===== config.mk =====
export PLATFORM = sky130hd
export DESIGN_NAME = db_to_linear_volume_gain
export DESIGN_NICKNAME = d
export VERILOG_FILES = /design/src/hw/rtl/dlvg_pkg.sv /design/src/hw/rtl/db_to_linear_volume_gain.sv
export VERILOG_INCLUDE_DIRS = /design/src /design/src/hw/rtl
export SDC_FILE = /design/constraint.sdc
export NUM_CORES = 1
export LEC_CHECK = 0
export BUFFER_PORTS_ARGS = -buffer_cell sky130_fd_sc_hd__clkbuf_2
export CAP_MARGIN = 20
export CELL_PAD_IN_SITES_DETAIL_PLACEMENT = 1
export CELL_PAD_IN_SITES_GLOBAL_PLACEMENT = 2
export CORE_UTILIZATION = 40
export DETAILED_ROUTE_END_ITERATION = 7
export GPL_TIMING_DRIVEN = 0
export PLACE_DENSITY_LB_ADDON = 0.1
export SLEW_MARGIN = 20
export SYNTH_ARGS = -nofsm -noshare
export SYNTH_HDL_FRONTEND = slang
export SYNTH_SLANG_ARGS = --single-unit

===== constraint.sdc =====
create_clock -name clk -period 8.4 [get_ports clk]
set_input_delay 0 -clock clk [delete_from_list [all_inputs] [get_ports clk]]
set_output_delay 0 -clock clk [all_outputs]
set_load 0.03 [all_outputs]

===== src/hw/rtl/db_to_linear_volume_gain_assert.svh =====
// ----------------------------------------------------------------------------
// db_to_linear_volume_gain assertion macros
// shared concurrent assertion forms used by the volume gain block
// ----------------------------------------------------------------------------
`ifndef DB_TO_LINEAR_VOLUME_GAIN_ASSERT_SVH
`define DB_TO_LINEAR_VOLUME_GAIN_ASSERT_SVH

// same-cycle implication, disabled while in reset
`define DLVG_ASSERT_IMP(lbl, clk, rst_n, ante, cons, msg) \
  lbl: assert property (@(posedge clk) disable iff (!rst_n) (ante) |-> (cons)) \
    else $error(msg);

// next-cycle implication, disabled while in reset
`define DLVG_ASSERT_NXT(lbl, clk, rst_n, ante, cons, msg) \
  lbl: assert property (@(posedge clk) disable iff (!rst_n) (ante) |=> (cons)) \
    else $error(msg);

`endif


===== src/hw/rtl/dlvg_pkg.sv =====
`timescale 1ns / 1ps
// ----------------------------------------------------------------------------
// dlvg_pkg
// widths, constants and register indexes of the volume to gain converter
// ----------------------------------------------------------------------------
package dlvg_pkg;

  // field widths
  localparam int VOL_W     = 16;
  localparam int VOL_EXT_W = 18;  // room for volume minus half a dB
  localparam int GAIN_W    = 31;
  localparam int CFG_IDX_W = 2;
  localparam int CFG_DATA_W = 31;

  // default accumulator width (unsigned), gain uses GAIN_BITS-1 bits
  localparam int GAIN_BITS_DEF = 32;

  // step sizes in 1/256 dB
  localparam logic signed [VOL_EXT_W-1:0] HALF_DB     = 18'sd128;
  localparam logic signed [VOL_EXT_W-1:0] SIX_DB      = 18'sd1536;
  localparam logic signed [VOL_EXT_W-1:0] NEG_HALF_DB = -18'sd128;
  localparam logic signed [VOL_EXT_W-1:0] NEG_SIX_DB  = -18'sd1536;

  // register indexes
  localparam logic [CFG_IDX_W-1:0] REG_MIN_VOLUME = 2'd0;
  localparam logic [CFG_IDX_W-1:0] REG_MAX_VOLUME = 2'd1;
  localparam logic [CFG_IDX_W-1:0] REG_UNITY_GAIN = 2'd2;

  // register reset values
  localparam logic signed [VOL_W-1:0] MIN_VOLUME_RST = -16'sd32640;
  localparam logic signed [VOL_W-1:0] MAX_VOLUME_RST = 16'sd0;
  localparam logic [GAIN_W-1:0]       UNITY_GAIN_RST = 31'd16777216;

endpackage


===== src/hw/rtl/db_to_linear_volume_gain.sv =====
`timescale 1ns / 1ps
// ----------------------------------------------------------------------------
// db_to_linear_volume_gain
// converts a volume in 1/256 dB into a linear gain multiplier
// ----------------------------------------------------------------------------
// A volume transfer outside [min_volume, max_volume] returns gain 0 with muted
// set, going straight from ST_IDLE to ST_DONE. Otherwise the volume is lowered
// by half a dB and a small sequencer drives one shared shift/subtract unit:
// ST_HALVE does one 6 dB halving of the gain per step (up to 21), then ST_FRAC
// does one half-dB g -= g>>4 step at a time (up to 11), and ST_DONE loads the
// output register. The two counts never peak together (at most 31 steps in
// all). in_stall stays high from the accepting edge until the result is in the
// output register; the output register lets the next volume be taken while a
// result waits on out_stall.
// Configuration writes are always ready and must only be issued while idle.
// ----------------------------------------------------------------------------
`include "db_to_linear_volume_gain_assert.svh"

module db_to_linear_volume_gain #(
  parameter int GAIN_BITS = dlvg_pkg::GAIN_BITS_DEF
) (
  input  logic                                  clk,
  input  logic                                  rst_n,
  // configuration write channel
  input  logic                                  cfg_valid,
  output logic                                  cfg_ready,
  input  logic [dlvg_pkg::CFG_IDX_W-1:0]        cfg_index,
  input  logic [dlvg_pkg::CFG_DATA_W-1:0]       cfg_data,
  // volume input channel
  input  logic                                  in_valid,
  output logic                                  in_stall,
  input  logic signed [dlvg_pkg::VOL_W-1:0]     in_volume_db,
  // gain result channel
  output logic                                  out_valid,
  input  logic                                  out_stall,
  output logic [dlvg_pkg::GAIN_W-1:0]           out_gain,
  output logic                                  out_muted
);

  // working gain width: low GAIN_BITS-1 bits of unity_gain
  localparam int GW = GAIN_BITS - 1;

  typedef enum logic [1:0] {
    ST_IDLE,
    ST_HALVE,
    ST_FRAC,
    ST_DONE
  } state_t;

  // configuration registers
  logic signed [dlvg_pkg::VOL_W-1:0]  min_volume_r, min_volume_nxt;
  logic signed [dlvg_pkg::VOL_W-1:0]  max_volume_r, max_volume_nxt;
  logic [dlvg_pkg::GAIN_W-1:0]        unity_gain_r, unity_gain_nxt;

  // sequencer and working registers
  state_t                                 state_r, state_nxt;
  logic signed [dlvg_pkg::VOL_EXT_W-1:0]  vol_r, vol_nxt;
  logic [GW-1:0]                          g_r, g_nxt;
  logic                                   muted_r, muted_nxt;

  // output register
  logic                               out_valid_r, out_valid_nxt;
  logic [dlvg_pkg::GAIN_W-1:0]        out_gain_r, out_gain_nxt;
  logic                               out_muted_r, out_muted_nxt;

  logic in_xfer;
  logic out_xfer;
  logic cfg_xfer;
  logic in_range;
  logic signed [dlvg_pkg::VOL_EXT_W-1:0] vol_in_ext;

  assign cfg_ready = 1'b1;
  assign cfg_xfer  = cfg_valid && cfg_ready;
  assign in_stall  = (state_r != ST_IDLE);
  assign in_xfer   = in_valid && !in_stall;
  assign out_xfer  = out_valid_r && !out_stall;

  assign out_valid = out_valid_r;
  assign out_gain  = out_gain_r;
  assign out_muted = out_muted_r;

  assign vol_in_ext = dlvg_pkg::VOL_EXT_W'(in_volume_db);
  assign in_range   = !(in_volume_db < min_volume_r) && !(in_volume_db > max_volume_r);

  always_comb begin
    min_volume_nxt = min_volume_r;
    max_volume_nxt = max_volume_r;
    unity_gain_nxt = unity_gain_r;
    state_nxt      = state_r;
    vol_nxt        = vol_r;
    g_nxt          = g_r;
    muted_nxt      = muted_r;
    out_valid_nxt  = out_valid_r && !out_xfer;
    out_gain_nxt   = out_gain_r;
    out_muted_nxt  = out_muted_r;

    // register writes, out-of-list indexes are dropped
    if (cfg_xfer) begin
      unique case (cfg_index)
        dlvg_pkg::REG_MIN_VOLUME: min_volume_nxt = cfg_data[dlvg_pkg::VOL_W-1:0];
        dlvg_pkg::REG_MAX_VOLUME: max_volume_nxt = cfg_data[dlvg_pkg::VOL_W-1:0];
        dlvg_pkg::REG_UNITY_GAIN: unity_gain_nxt = cfg_data;
        default: ;
      endcase
    end

    unique case (state_r)
      ST_IDLE: begin
        if (in_xfer) begin
          if (in_range) begin
            vol_nxt   = vol_in_ext - dlvg_pkg::HALF_DB;
            g_nxt     = GW'(unity_gain_r);
            muted_nxt = 1'b0;
            state_nxt = ST_HALVE;
          end else begin
            g_nxt     = '0;
            muted_nxt = 1'b1;
            state_nxt = ST_DONE;
          end
        end
      end
      // one halving per full 6 dB below -6 dB
      ST_HALVE: begin
        if (vol_r < dlvg_pkg::NEG_SIX_DB) begin
          g_nxt   = g_r >> 1;
          vol_nxt = vol_r + dlvg_pkg::SIX_DB;
        end else begin
          state_nxt = ST_FRAC;
        end
      end
      // one sixteenth off per half dB below -0.5 dB
      ST_FRAC: begin
        if (vol_r < dlvg_pkg::NEG_HALF_DB) begin
          g_nxt   = g_r - (g_r >> 4);
          vol_nxt = vol_r + dlvg_pkg::HALF_DB;
        end else begin
          state_nxt = ST_DONE;
        end
      end
      // hand the result over once the output register is free
      ST_DONE: begin
        if (!out_valid_r || out_xfer) begin
          out_valid_nxt = 1'b1;
          out_gain_nxt  = dlvg_pkg::GAIN_W'(g_r);
          out_muted_nxt = muted_r;
          state_nxt     = ST_IDLE;
        end
      end
      default: state_nxt = ST_IDLE;
    endcase
  end

  always_ff @(posedge clk) begin
    if (!rst_n) begin
      state_r      <= ST_IDLE;
      out_valid_r  <= 1'b0;
      min_volume_r <= dlvg_pkg::MIN_VOLUME_RST;
      max_volume_r <= dlvg_pkg::MAX_VOLUME_RST;
      unity_gain_r <= dlvg_pkg::UNITY_GAIN_RST;
    end else begin
      state_r      <= state_nxt;
      out_valid_r  <= out_valid_nxt;
      min_volume_r <= min_volume_nxt;
      max_volume_r <= max_volume_nxt;
      unity_gain_r <= unity_gain_nxt;
    end
    // payload, no reset needed
    vol_r       <= vol_nxt;
    g_r         <= g_nxt;
    muted_r     <= muted_nxt;
    out_gain_r  <= out_gain_nxt;
    out_muted_r <= out_muted_nxt;
  end

  // assertions
  `DLVG_ASSERT_IMP(a_muted_zero, clk, rst_n, out_valid_r && out_muted_r,
    out_gain_r == '0, "muted result with nonzero gain")
  `DLVG_ASSERT_NXT(a_busy_after_in, clk, rst_n, in_xfer,
    state_r != ST_IDLE, "sequencer idle after volume transfer")
  `DLVG_ASSERT_IMP(a_frac_range, clk, rst_n, state_r == ST_FRAC,
    !(vol_r < dlvg_pkg::NEG_SIX_DB), "sixteenth step entered before halving finished")
  `DLVG_ASSERT_NXT(a_gain_nonincr, clk, rst_n, state_r == ST_HALVE || state_r == ST_FRAC,
    g_r <= $past(g_r), "gain grew during iteration")
  `DLVG_ASSERT_NXT(a_done_loads, clk, rst_n, state_r == ST_DONE && !out_valid_r,
    out_valid_r && state_r == ST_IDLE, "result not loaded into free output register")

endmodule

==> results of run 1 <==
==> area by class of cell <==
class	instances	area, sq um
inverters	81	304
well taps	270	338
fillers	2349	10200
clock inverters	15	155
clock buffers	17	425
plain buffers	42	174
flip-flops and latches	141	3570
repair buffers	125	868
multi-input cells	647	4230
==> per-layer routing <==
layer / wire length (um) / part of all wire [%] / vias to the layer above
met1: 12100 / 49 / 3512
met5: 0 / 0 / -
li1: - / - / 3525
met4: 255 / 1.0 / 0
met2: 11800 / 47 / 131
met3: 728 / 2.9 / 18
==> worst reg2reg max path, delay by kind of cell (launching register included) <==
family                     cells  cell delay, ns
buffers and inverters          1            0.06
DFF                            1            0.45
xor gates and xnor gates       1            0.16
AOI/OAI and AO/OA              7            1.76
adders and majority gates      2            0.63
==> cells by family after synthesis <==
kind of cell	share of synthesized area [%]
compound gates	21.4
flops	43.3
fa+ha+maj	10.4
simple gates	14.6
xor+xnor	4.35
buf+inv	5.79
mux	0.121
other cells	0.0454
==> where the power goes <==
group          leakage, uW  internal, uW  total, uW  switching [uW]
Clock             0.000273           418        750             332
Combinational      0.00245           751       1940            1190
Sequential         0.00127           961       1120             163
==> metrics by stage <==
stage	utilization (%)	cell area, sq um	total power [uW]	worst slack [ns]	cells
after floorplan	-	8260	2460	4.21	911
after global placement	44.6	9030	2960	2.51	1268
after detailed placement	45.2	9140	3030	5.13	1271
after CTS	49.8	10100	3810	5.10	1338
after global routing	49.8	10100	4080	4.90	1338
final	49.8	10100	3810	5.06	1338
==> how the worst min path moves through the flow <==
stage / startpoint / cells after the start / slack, ns / end
final: cfg_index[0] / 4 / 0.02 / min_volume_r[2]$_SDFFE_PN0P_
after global routing: in_volume_db[7] / 2 / 0.05 / vol_r[7]$_DFFE_PP_
after CTS: cfg_index[1] / 4 / 0.01 / min_volume_r[2]$_SDFFE_PN0P_
after detailed placement: cfg_data[25] / 3 / 0.24 / unity_gain_r[25]$_SDFFE_PN0P_
after global placement: cfg_data[28] / 3 / 0.23 / unity_gain_r[28]$_SDFFE_PN0P_
after floorplan: cfg_data[24] / 2 / 0.12 / unity_gain_r[24]$_SDFFE_PN1P_
==> Yosys cell counts, types with 3 or more instances <==
cell	count	area share, %
nand2_1	170	7.7
inv_1	81	3.7
edfxtp_1	75	27
a21oi_1	72	4.4
ha_1	67	10
dfxtp_1	66	16
a21boi_0	32	2.9
clkbuf_1	32	1.5
o21ai_0	32	1.9
xnor2_1	30	3.2
nor2_1	27	1.2
a21o_1	21	1.9
a22oi_1	20	1.8
o21ai_1	18	1.1
a221o_1	12	1.5
xor2_1	11	1.2
and3_1	10	0.76
nand3_1	10	0.61
a31oi_1	9	0.68
nor3_1	8	0.48
nand4_1	7	0.53
nand2b_1	6	0.45
nor2b_1	6	0.45
o22ai_1	6	0.45
o211ai_1	5	0.45
o31ai_1	5	0.45
and2_1	4	0.30
buf_1	4	0.18
buf_2	4	0.24
a211o_1	3	0.32
a211oi_1	3	0.27
nand3b_1	3	0.27
nor4_1	3	0.23
o21a_1	3	0.27
or2_2	3	0.23
or3_1	3	0.23
==> sequential cells by signal, summed over array words and instances (netlist names) <==
name	cells
g_r	31
out_gain	31
unity_gain_r	31
max_volume_r	16
min_volume_r	16
vol_r	11
state_r	2
muted_r	1
out_muted	1
out_valid	1
==> cells in the final DEF, fill, tap and decap left out, drive strengths merged, types with 11 or more instances in the layout <==
cell,n
ha,67
xnor2,30
buf,13
xor2,11
edfxtp,75
a221o,12
a22oi,20
inv,88
dfxtp,66
o21ai,50
a21oi,73
nor2,27
nand2,170
dlygate4sd3,35
a21o,21
a21boi,32
clkbuf,136
==> flow_metrics.py, run 1 <==
metrics = {
    "clock_tree": {
        "clkSlewWorstSetupHoldPaths_ns": 0.07,
        "cts-root-buf": "clkbuf_16",
        "hold_buffers": 35,
        "cts-buffers-inserted": 17,
        "post_cts_buffers": 0,
        "tritoncts": "built",
        "cts_resized": 0,
        "insertion_delay_ns": 0.43,
        "cts_max_level": 4,
        "cts_buffer_depth": 2,
        "clock_sinks": 141,
    },
    "power": {
        "p_leak_uw": 0.00400,
        "powerDensity_nw_per_um2": 379,
        "irDropWorstVdd_mv": 0.229,
    },
    "worst_setup_path": {
        "rrSetupSlack_ns": 5.06,
        "crit_arrival_ns": 3.50,
        "r2r_start": "g_r[4]$_DFFE_PP_",
        "critPathLaunchType": "flip-flop",
        "path_buf_inv": 1,
        "cp_slowest_cell": "edfxtp_1",
        "worstSetupPathType": "flip-flop to flip-flop",
        "crit_start": "g_r[4]$_DFFE_PP_",
        "r2r_end": "g_r[30]$_DFFE_PP_",
        "critical_path_peak_fanout": 4,
        "worstPathRequired_ns": 8.55,
        "cp-endpoint": "g_r[30]$_DFFE_PP_",
        "cp_slowest_stage_delay_ns": 0.45,
        "worst-path-stages": 11,
        "path_cells": "ha_1, inv_1, fa_1, a21o_1, a221oi_2, o31ai_2, a31oi_1, o21bai_1, a21oi_1, xnor2_1, o21ai_1",
        "ff2ff_path_depth": 11,
        "crit_family": "compound AO/OA/AOI/OAI gates",
        "cp-end-kind": "flip-flop",
    },
    "timing": {
        "max_freq_mhz": 299,
        "hold_viol": 0,
        "finalMaxSlewViolations": 0,
        "setup_viol": 0,
        "skew_ns": 0.0148,
        "worst_pin_slew_ns": 0.869,
        "hold_slack_ns": 0.0193,
        "finalSetupTns_ns": 0,
        "slew_headroom_pct": 42.0,
        "rsz0062_at_grt": "no",
        "period_minus_slack_ns": 3.34,
        "fin_crit_sh_pct": 39.8,
    },
    "die": {
        "die_h_um": 146,
        "ioPinCount": 89,
        "fp.coreArea_sq_um": 20200,
        "rows": 52,
        "die_w_um": 146,
        "start_util_pct": 40.8,
        "die-area_sq_um": 21200,
    },
    "global_routing": {
        "use_met2_pct": 41.1,
        "grt_usage_pct": 24.5,
        "grt_max_degree": 22,
        "grt_pass1_wl_um": 40500,
        "grt_most_used_layer": "met2",
        "gr-usage-met3_pct": 3.61,
        "use_met1_pct": 33.2,
        "first_global_vias": 7544,
        "gr-total-overflow": 0,
        "antenna_found_initial": 0,
    },
    "yosys": {
        "avgSynthCellArea_sq_um": 9.06,
        "ys_types": 67,
        "synth-seq-cells": 141,
        "yosysWarningCount": 0,
        "synth-async-reset-ratio_pct": 0,
        "synth_nets": 1033,
        "synthCells": 911,
        "dominantRegCellSynth": "edfxtp_1",
        "yosysSeqAreaShare_pct": 43.3,
        "synth_edf_count": 75,
        "synth_area_sq_um": 8260,
    },
    "worst_hold_path": {
        "hp-class": "primary input to flip-flop",
    },
    "job": {
        "cap_violations": 0,
    },
    "placement": {
        "io_buffers": 87,
        "gp_congestion": 0.811,
        "hpwlAfterDp_um": 18600,
    },
    "drt": {
        "dr.pass1.iters": 5,
        "via_per_inst": 5.37,
        "dr_total_vias": 7186,
        "drt.antenna.violating_nets": 0,
        "first_iter_violations": 383,
        "wire_per_inst_um": 18.6,
        "wirelength_um": 24900,
        "drc": 0,
    },
    "cells_and_area": {
        "antenna_cells": 0,
        "layout-drive-gt1-share_pct": 13.5,
        "area_growth_pct": 22.0,
        "fin_nets": 1177,
    },
    "outcome": {
        "status": "completed",
    },
}
Power figures use the tool's default switching activity.
==> inputs of run 2 (changes only) <==
--- a/config.mk
+++ b/config.mk
@@ -10,7 +10,7 @@
 export CAP_MARGIN = 20
 export CELL_PAD_IN_SITES_DETAIL_PLACEMENT = 1
 export CELL_PAD_IN_SITES_GLOBAL_PLACEMENT = 2
-export CORE_UTILIZATION = 40
+export CORE_UTILIZATION = 33
 export DETAILED_ROUTE_END_ITERATION = 7
 export GPL_TIMING_DRIVEN = 0
 export PLACE_DENSITY_LB_ADDON = 0.1
==> constraint.sdc (replaced) <==
create_clock -name clk -period 2.8 [get_ports clk]
set_input_delay 0 -clock clk [delete_from_list [all_inputs] [get_ports clk]]
set_output_delay 0 -clock clk [all_outputs]
set_load 0.03 [all_outputs]
==> run 2 against run 1 <==
Net effect:
- the run now ends with negative setup slack left
- flip-flop and latch count is the same
- first-iteration DRC count down 23%
- non-clock buffer count increased by 33
- clock power grew to 3.1 times the previous value
- core utilization is 5.2 points lower
- total power rose to 3.5 times the previous value
- clock skew down 0.0025 ns
- largest power group unchanged
==> flow_metrics.py, run 2 (synthesized netlist as in run 1, its figures left out) <==
metrics = {
    "drt": {
        "wirelength_um": 25800,
        "dr.pass1.iters": 4,
        "via_per_inst": 5.06,
        "first_iter_violations": 296,
        "drt.antenna.violating_nets": 0,
        "wire_per_inst_um": 18.1,
        "drc": 0,
        "dr_total_vias": 7205,
    },
    "timing": {
        "max_freq_mhz": 345,
        "period_minus_slack_ns": 2.90,
        "hold_viol": 0,
        "rsz0062_at_grt": "yes",
        "fin_ws_ns": -0.0973,
        "worst_pin_slew_ns": 0.765,
        "setup_viol": 6,
        "finalMaxSlewViolations": 0,
        "slew_headroom_pct": 48.5,
        "finalSetupTns_ns": -0.262,
        "skew_ns": 0.0123,
        "fin_crit_sh_pct": 103,
    },
    "placement": {
        "dpl.cell_count": 1324,
        "place_ws_ns": -0.473,
        "io_buffers": 87,
        "hpwlAfterDp_um": 19000,
        "gp_congestion": 0.827,
    },
    "cells_and_area": {
        "final_cell_mix": "nand2_1 (170), clkbuf_2 (88), inv_1 (77), edfxtp_1 (75), a21oi_1 (68)",
        "final_cells": 1425,
        "antenna_cells": 0,
        "final_common_cell": "nand2_1",
        "regArea_sq_um": 3570,
        "layout-drive-gt1-share_pct": 21.3,
        "fin_nets": 1210,
        "multi_input_area_sq_um": 4710,
        "area_growth_pct": 31.9,
        "num-fill-cells": 2837,
    },
    "job": {
        "cap_violations": 0,
    },
    "clock_tree": {
        "insertion_delay_ns": 0.43,
        "clkSlewWorstSetupHoldPaths_ns": 0.07,
        "cts_buffer_depth": 2,
        "cts-buffers-inserted": 17,
        "tritoncts": "built",
        "clock_sinks": 141,
        "cts_max_level": 4,
        "cts-root-buf": "clkbuf_16",
    },
    "worst_setup_path": {
        "cp-end-kind": "flip-flop",
        "critical_path_peak_fanout": 3,
        "crit_start": "g_r[0]$_DFFE_PP_",
        "critPathLaunchType": "flip-flop",
        "r2r_start": "g_r[0]$_DFFE_PP_",
        "crit_arrival_ns": 3.05,
        "worstSetupPathType": "flip-flop to flip-flop",
        "worstPathRequired_ns": 2.96,
    },
    "global_routing": {
        "grt_pass1_wl_um": 41000,
        "grt_max_degree": 23,
        "first_global_vias": 7439,
        "gr-total-overflow": 0,
        "antenna_found_initial": 0,
        "grt_usage_pct": 20.6,
    },
    "die": {
        "start_util_pct": 33.8,
        "ioPinCount": 89,
        "rows": 57,
        "die_h_um": 160,
        "fp.coreArea_sq_um": 24500,
        "die-area_sq_um": 25700,
        "die_w_um": 160,
    },
    "power": {
        "irDropWorstVdd_mv": 0.731,
        "powerDensity_nw_per_um2": 1210,
        "p_leak_uw": 0.00426,
    },
    "worst_hold_path": {
        "hp-start": "in_volume_db[7]",
        "hp-class": "primary input to flip-flop",
    },
    "outcome": {
        "status": "complete, but fails checks",
        "violations": "negative setup slack",
    },
}
==> run 2: cell types whose count changed in the layout (fill, tap and decap cells not counted), sizes merged <==
| cell | before | now |
|---|---|---|
| dlygate4sd3 | 35 | 34 |
| buf | 13 | 49 |
| clkinv | 3 | 6 |
| bufinv | 1 | 2 |
| clkinvlp | 4 | 0 |
| clkbuf | 136 | 135 |
| inv | 88 | 87 |
==> run 2: report_power, final <==
| part | internal (uW) | leakage [uW] | switching (uW) |
|---|---|---|---|
| clock network | 1340 | 0.000293 | 977 |
| logic | 3280 | 0.00270 | 4240 |
| registers | 2880 | 0.00127 | 465 |
==> run 2: layout make-up <==
type | count | area share [%]
plain buffers | 39 | 1.55
clock buffers | 18 | 3.94
clock inverters | 14 | 1.47
inverters | 81 | 2.79
multi-input cells | 647 | 43.2
flip-flops and latches | 141 | 32.8
well taps | 324 | 3.72
repair buffers | 161 | 10.5
==> run 2: worst max-delay path, stage by stage (launching register included) <==
cell	delay, ns
edfxtp_1	0.42
inv_1	0.09
ha_2	0.19
inv_2	0.04
fa_2	0.33
a21o_1	0.21
a221oi_4	0.30
o31ai_4	0.15
a21o_4	0.25
a211oi_4	0.32
nor2_1	0.09
xnor2_1	0.17
o21ai_1	0.07
==> run 2: what timing repair did <==
action	CTS	global route
pin swaps	29	28
endpoints found under the setup margin	40	33
buffers inserted	17	21
hold buffers	34	0
hold endpoints to repair	66	0
resized for setup	44	45
==> run 2: path summary, 6_finish.rpt <==
path,end,slack [ns],depth (start not counted)
max,g_r[24]$_DFFE_PP_,-0.1,12
min,vol_r[7]$_DFFE_PP_,0.04,2
max reg2reg,g_r[24]$_DFFE_PP_,-0.1,12
min reg2reg,out_muted$_DFFE_PP_,0.42,0
==> run 2: routing by layer <==
metal,vias up,part of all wire (%),track usage [%]
met2,104,48,34.5
met4,0,0.90,5.02
met1,3501,49,28.0
met3,17,2.5,2.62
li1,3583,-,-
met5,-,0,0
==> run 2: metrics by stage <==
stage	instance area (sq um)	hold slack (ns)	utilization (%)	total power, uW
2_1_floorplan	8280	0.124	-	7390
3_3_place_gp	9120	0.235	37.3	9020
3_5_place_dp	9190	0.241	37.6	9110
4_1_cts	10500	0.0290	42.8	12400
5_1_grt	10900	0.0690	44.5	14100
6_report	10900	0.0401	44.5	13200
